--- config.mk ---
export PLATFORM = sky130hd
export DESIGN_NAME = rgb_led_effect_generator
export DESIGN_NICKNAME = d
export VERILOG_FILES = /design/src/rgbled_pkg.sv /design/src/rgb_led_effect_generator.sv
export SDC_FILE = /design/constraint.sdc
export NUM_CORES = 1
export LEC_CHECK = 0
export BUFFER_PORTS_ARGS = -buffer_cell sky130_fd_sc_hd__buf_4
export CAP_MARGIN = 20
export CORE_ASPECT_RATIO = 1.75
export CORE_MARGIN = 2
export CORE_UTILIZATION = 50
export DETAILED_ROUTE_END_ITERATION = 7
export GPL_TIMING_DRIVEN = 0
export PLACE_DENSITY = 0.79
export SKIP_CTS_REPAIR_TIMING = 1
export SLEW_MARGIN = 0
export SYNTH_ARGS = -nofsm -noshare
export SYNTH_HDL_FRONTEND = slang
export SYNTH_SLANG_ARGS = --single-unit
--- constraint.sdc ---
create_clock -name clk -period 10.1 [get_ports clk]
set_clock_uncertainty 0.2 [all_clocks]
set_input_delay 1.01 -clock clk [delete_from_list [all_inputs] [get_ports clk]]
set_output_delay 1.01 -clock clk [all_outputs]
set_load 0.005 [all_outputs]
--- src/rgbled_pkg.sv ---
`timescale 1ns / 1ps
// ----------------------------------------------------------------------------
// RGB LED effect package
// Shared types and constants for the three-lamp RGB effect generator.
// ----------------------------------------------------------------------------
package rgbled_pkg;

    localparam int CHANNELS        = 9;
    localparam int COLOURS         = 3;
    localparam int OUT_W           = 7;
    localparam int MODE_W          = 3;
    localparam int LEVEL_COUNT_DEF = 128;

    typedef enum logic [MODE_W-1:0] {
        MODE_FADE        = 3'd0,
        MODE_ROUND_BLUE  = 3'd1,
        MODE_ROUND_GREEN = 3'd2,
        MODE_ROUND_RED   = 3'd3,
        MODE_ROUND_MULTI = 3'd4,
        MODE_ALL_BLUE    = 3'd5,
        MODE_ALL_GREEN   = 3'd6,
        MODE_ALL_RED     = 3'd7
    } mode_t;

    typedef logic [CHANNELS-1:0][OUT_W-1:0] frame_t;

endpackage

--- src/rgb_led_effect_generator.sv ---
`timescale 1ns / 1ps
// ----------------------------------------------------------------------------
// RGB LED effect generator
// Computes one frame of nine PWM levels per input beat for three RGB lamps.
// ----------------------------------------------------------------------------
// Usage:
// The input channel (in_valid, in_stall, advance) takes one beat per tick while in_stall is low.
// With advance high the engine steps the selected effect; with advance low it
// only reports the stored levels. Every input beat yields exactly one output
// beat (out_valid, out_stall) carrying the nine lamp levels.
// A result is registered in the result register (or the skid register while
// out_stall holds it); throughput is one beat per cycle while in_stall is low.
// All effect state updates in a single pass of logic at the acceptance edge.
// A two-entry output buffer (result register plus skid register) lets the
// block take a new beat while a result waits; in_stall rises only when both
// entries are full, that is while the skid register holds a result.
// The configuration channel (cfg_valid, cfg_ready, effect_mode) is always
// ready; a write selects the effect and clears the stored levels.
// Reset clears all levels, sets every direction rising, zeroes both round
// indices and selects the fade effect.
// ----------------------------------------------------------------------------
module rgb_led_effect_generator
    import rgbled_pkg::*;
#(
    parameter int LEVEL_COUNT = LEVEL_COUNT_DEF
)
(
    input  logic              clk,
    input  logic              rst_n,
    input  logic              cfg_valid,
    output logic              cfg_ready,
    input  logic [MODE_W-1:0] effect_mode,
    input  logic              in_valid,
    output logic              in_stall,
    input  logic              advance,
    output logic              out_valid,
    input  logic              out_stall,
    output logic [OUT_W-1:0]  lamp0_blue,
    output logic [OUT_W-1:0]  lamp0_green,
    output logic [OUT_W-1:0]  lamp0_red,
    output logic [OUT_W-1:0]  lamp1_blue,
    output logic [OUT_W-1:0]  lamp1_green,
    output logic [OUT_W-1:0]  lamp1_red,
    output logic [OUT_W-1:0]  lamp2_blue,
    output logic [OUT_W-1:0]  lamp2_green,
    output logic [OUT_W-1:0]  lamp2_red
);

    localparam int LW = $clog2(LEVEL_COUNT);
    localparam logic [LW-1:0] FULL = LW'(LEVEL_COUNT - 1);
    localparam logic [LW-1:0] HALF = LW'(LEVEL_COUNT / 2 - 1);

    mode_t                  mode_reg;
    logic [CHANNELS-1:0][LW-1:0] level_reg, level_next;
    logic [CHANNELS-1:0]    rising_reg, rising_next;
    logic [1:0]             lamp_reg, lamp_next;
    logic [1:0]             colour_reg, colour_next;

    frame_t                 out_frame_reg, out_frame_next;
    frame_t                 skid_frame_reg, skid_frame_next;
    logic                   out_valid_reg, out_valid_next;
    logic                   skid_valid_reg, skid_valid_next;

    frame_t                 frame;
    logic                   accept;
    logic                   all_zero;
    logic [LW-1:0]          base_level;
    logic                   dir;
    logic [1:0]             round_colour;
    logic [1:0]             all_colour;

    assign cfg_ready = 1'b1;
    assign in_stall  = skid_valid_reg;
    assign accept    = in_valid && !in_stall;

    always_comb
    begin
        level_next   = level_reg;
        rising_next  = rising_reg;
        lamp_next    = lamp_reg;
        colour_next  = colour_reg;
        frame        = '0;
        all_zero     = (level_reg == '0);
        base_level   = '0;
        dir          = 1'b0;
        round_colour = colour_reg;
        all_colour   = 2'(mode_reg - MODE_ALL_BLUE);

        for (int i = 0; i < CHANNELS; i++)
        begin
            frame[i] = OUT_W'(level_reg[i]);
        end

        if (advance)
        begin
            case (mode_reg)
                MODE_FADE:
                begin
                    for (int i = 0; i < CHANNELS; i++)
                    begin
                        if (all_zero)
                        begin
                            case ((i % COLOURS + COLOURS - i / COLOURS) % COLOURS)
                                0:       base_level = FULL;
                                1:       base_level = HALF;
                                default: base_level = '0;
                            endcase
                        end
                        else
                        begin
                            base_level = level_reg[i];
                        end
                        dir = all_zero ? 1'b1 : rising_reg[i];
                        if (base_level == '0)
                        begin
                            dir = 1'b1;
                        end
                        else if (base_level >= FULL)
                        begin
                            dir = 1'b0;
                        end
                        rising_next[i] = dir;
                        level_next[i]  = dir ? base_level + 1'b1 : base_level - 1'b1;
                        frame[i]       = OUT_W'(level_next[i]);
                    end
                end
                MODE_ROUND_BLUE, MODE_ROUND_GREEN, MODE_ROUND_RED, MODE_ROUND_MULTI:
                begin
                    if (mode_reg != MODE_ROUND_MULTI)
                    begin
                        round_colour = 2'(mode_reg - MODE_ROUND_BLUE);
                    end
                    for (int i = 0; i < CHANNELS; i++)
                    begin
                        frame[i] = (2'(i / COLOURS) == lamp_reg && 2'(i % COLOURS) == round_colour)
                                   ? OUT_W'(FULL) : '0;
                    end
                    lamp_next   = (lamp_reg == 2'd2) ? 2'd0 : lamp_reg + 2'd1;
                    colour_next = (round_colour == 2'd2) ? 2'd0 : round_colour + 2'd1;
                    level_next  = '0;
                end
                default:
                begin
                    for (int i = 0; i < CHANNELS; i++)
                    begin
                        frame[i] = (2'(i % COLOURS) == all_colour) ? OUT_W'(HALF) : '0;
                    end
                    level_next = '0;
                end
            endcase
        end
    end

    always_comb
    begin
        out_frame_next  = out_frame_reg;
        skid_frame_next = skid_frame_reg;
        out_valid_next  = out_valid_reg;
        skid_valid_next = skid_valid_reg;
        if (!out_valid_reg || !out_stall)
        begin
            if (skid_valid_reg)
            begin
                out_frame_next  = skid_frame_reg;
                out_valid_next  = 1'b1;
                skid_valid_next = 1'b0;
            end
            else
            begin
                out_frame_next = frame;
                out_valid_next = accept;
            end
        end
        else if (accept)
        begin
            skid_frame_next = frame;
            skid_valid_next = 1'b1;
        end
    end

    always_ff @(posedge clk or negedge rst_n)
    begin
        if (!rst_n)
        begin
            mode_reg       <= MODE_FADE;
            level_reg      <= '0;
            rising_reg     <= '1;
            lamp_reg       <= 2'd0;
            colour_reg     <= 2'd0;
            out_valid_reg  <= 1'b0;
            skid_valid_reg <= 1'b0;
        end
        else
        begin
            out_valid_reg  <= out_valid_next;
            skid_valid_reg <= skid_valid_next;
            if (cfg_valid && cfg_ready)
            begin
                mode_reg  <= mode_t'(effect_mode);
                level_reg <= '0;
            end
            else if (accept)
            begin
                level_reg  <= level_next;
                rising_reg <= rising_next;
                lamp_reg   <= lamp_next;
                colour_reg <= colour_next;
            end
        end
    end

    always_ff @(posedge clk)
    begin
        out_frame_reg  <= out_frame_next;
        skid_frame_reg <= skid_frame_next;
    end

    assign out_valid   = out_valid_reg;
    assign lamp0_blue  = out_frame_reg[0];
    assign lamp0_green = out_frame_reg[1];
    assign lamp0_red   = out_frame_reg[2];
    assign lamp1_blue  = out_frame_reg[3];
    assign lamp1_green = out_frame_reg[4];
    assign lamp1_red   = out_frame_reg[5];
    assign lamp2_blue  = out_frame_reg[6];
    assign lamp2_green = out_frame_reg[7];
    assign lamp2_red   = out_frame_reg[8];

endmodule

==> metrics.md <==
| Metric | Value |
|---|---|
| WS Path Type | `reg -> reg` |
| Slew headroom | `21.1%` |
| Max FO, Critical Path | `10` |
| CP required | `10.13 ns` |
| FF-to-FF End | `lamp1_green[6]` |
| Hold WS | `0.268 ns` |
| # fillers | `1998` |
| Crit start category | `register` |
| Cell with the most instances after synthesis | `edfxtp_1` |
| Iter 0 DRT Violations | `897` |
| Max cap viols | `0` |
| Syn_area_per_cell | `10.2 µm²` |
| Outcome | `completed` |
| FF-to-FF setup slack | `3.80 ns` |
| CTS tree | `done` |
| Drt wl/cell | `22.9 µm` |
| Final Core Density | `58.2%` |
| Number of synthesized flops with an enable pin | `126` |
| Pre-CTS WS | `4.16 ns` |
| Setup Viol. Count Final | `0` |
| Die area | `24700 µm²` |
| Total GRT Usage | `29.1%` |
| Vias post-DR | `9775` |
| Yosys cell types | `59` |
| Final wirelength | `36000 µm` |
| Remaining Overflow, GRT | `0` |
| # clock sinks | `207` |
| Antenna violations before repair | `0` |
| CTS H-tree lvls | `1` |
| Row cnt | `74` |
| Core footprint | `23100 µm²` |
| Detail Route Antenna Nets | `0` |
| DP Cell Count | `1537` |
| GR peak layer | `met2` |
| Residual DRC | `0` |
| Fmax | `0.159 GHz` |
| Worst slew pin tran | `1.18 ns` |
| Router iterations before antenna repair | `5` |
| Number of buffers created by CTS | `21` |
| Root Buffer | `clkbuf_16` |
| Main synth FF type | `edfxtp_1` |
| Synth async-reset ratio | `39.1%` |
| Mapped Nets | `1221` |
| Clock Tree Buf Depth | `3` |
| Post-synthesis cell area | `11700 µm²` |
| Initial Util | `50.6%` |
| Tmin final | `6.30 ns` |
| Commonest cells in the synthesized netlist | `edfxtp_1, nor2_1, nand2_1, clkbuf_1, dfrtp_1` |
| Dpl hpwl | `25000 µm` |
| Seq/Total Area, Yosys | `49.7%` |
| Register area | `5820 µm²` |
| Post-synth top area share | `32.3%` |
| Antenna fix cells | `0` |
| Vias/cell | `6.21` |
| Final period util | `62.4%` |
| First-pass GRT wire length | `53600 µm` |
| Worst-path clk slew | `0.07 ns` |
| RR Startpoint | `level_reg[1]` |
| Crit end category | `register` |
| Vias in the first global route | `9284` |
| Nets | `1325` |
| Die height | `207 µm` |
| Share of layout cells above drive strength 1 | `13.9%` |
| GR Layer Usage met3 | `3.84%` |
| IO Count | `75` |
| Met2 usage | `48.7%` |
| Slew Limit Fails | `0` |
| Gp weighted congestion | `1.03` |
| Clk Latency, worst-skew pair | `0.52 ns` |
| RSZ-0062 raised after global routing | `no` |
| Fin cells | `1574` |
| Synthesis-to-finish area growth | `14.9%` |
| Post-Synthesis Cells | `1152` |
| Yosys reg bits | `207` |
| Met1 GRT Util | `34.3%` |
| WP data arrival | `6.33 ns` |
| Worst Reg2Reg Path Length in Cells | `14` |
| Yosys Warn Count | `0` |
| Worst setup margin | `3.80 ns` |
| Largest net degree at the start of global routing | `67` |
| Die width | `120 µm` |
| Multi-input logic area | `5410 µm²` |
| Synth area leader | `edfxtp_1` |
| IO buf count | `72` |
| HP Class | `in -> async` |
| Final Hold Viols | `0` |
| Largest cells by area after synthesis | `edfxtp_1, dfrtp_1, ha_1` |
[metrics by stage]
step,TNS (ns),cell area [µm²]
final,0,13500
after detailed placement,0,12800
after global placement,-132.05,12600
after CTS,0,13500
after floorplan,0,11700
after global routing,0,13500
[logic make-up after synthesis]
| logic type | after synthesis | share of synthesized area [%] |
|---|---|---|
| DFF | 207 | 49.7 |
| buffers and inverters | 130 | 4.24 |
| adders and majority gates | 60 | 6.98 |
| xor gates and xnor gates | 22 | 1.64 |
| AOI/OAI and AO/OA | 296 | 17.2 |
| muxes | 40 | 3.76 |
| other | 1 | 0.0320 |
| and+or+nand+nor | 396 | 16.4 |
[worst max path at each step]
stage	cells after the start	start	end	slack (ns)
global placement	3	out_stall	skid_frame_reg[25]	-2.10
CTS	14	level_reg[1]	lamp1_green[6]	4.12
floorplan	2	out_stall	skid_frame_reg[0]	2.14
finish	14	level_reg[1]	lamp1_green[6]	3.80
global route	14	level_reg[1]	lamp1_green[6]	3.85
detailed placement	14	level_reg[1]	lamp1_green[6]	4.16
[layout make-up]
type                    instances  share of cell area (%)
inverters                      53                    1.48
well taps                     304                    2.83
plain buffers                  77                    2.21
flip-flops and latches        207                    43.3
clock inverters                11                    1.06
multi-input cells             815                    40.2
repair buffers                 81                    4.84
clock buffers                  26                    4.12
[layout by cell type (no fill, tap or decap), types with 8 or more instances in the layout]
cell type / netlist / routed
or2_2: 12 / 12
nand3_1: 11 / 11
buf_4: 2 / 74
o31ai_1: 24 / 24
clkbuf_16: 0 / 21
a21oi_1: 61 / 61
xnor2_1: 19 / 19
nor4_1: 17 / 17
and2_1: 14 / 14
clkbuf_1: 72 / 76
fa_1: 9 / 9
nand2b_1: 42 / 42
a311oi_1: 11 / 11
a22o_1: 31 / 31
ha_1: 51 / 51
nand2_1: 95 / 94
dfrtp_1: 72 / 72
dfstp_2: 9 / 9
o21ai_0: 64 / 64
nand4_1: 12 / 12
nor2_1: 122 / 122
o21a_1: 9 / 9
a32o_1: 13 / 13
nor3_1: 29 / 29
mux2i_1: 8 / 8
a31oi_1: 19 / 19
nor2b_1: 21 / 21
inv_1: 53 / 53
mux2_2: 32 / 32
edfxtp_1: 126 / 126
o22a_1: 18 / 18
[metal layers]
layer | vias up | routed length [µm]
met5 | - | 0
met4 | 0 | 2900
met3 | 168 | 2450
met2 | 505 | 17300
met1 | 4702 | 13300
li1 | 4400 | -
[worst max-delay path, cell delays in order, from the launching register on]
cell	delay, ns
dfrtp_1	0.44
nor4_1	0.67
nand4_1	0.25
nor3_1	0.91
nand2_1	0.79
clkbuf_1	0.51
nand2_1	0.34
ha_1	0.33
nor2b_1	0.16
o21ai_0	0.18
a21boi_0	0.16
o21a_1	0.20
or3_1	0.36
a31oi_1	0.30
o21ai_0	0.19
Power is not shown: default switching activity piles up to over one toggle a cycle in this logic, so the estimate is an artifact.
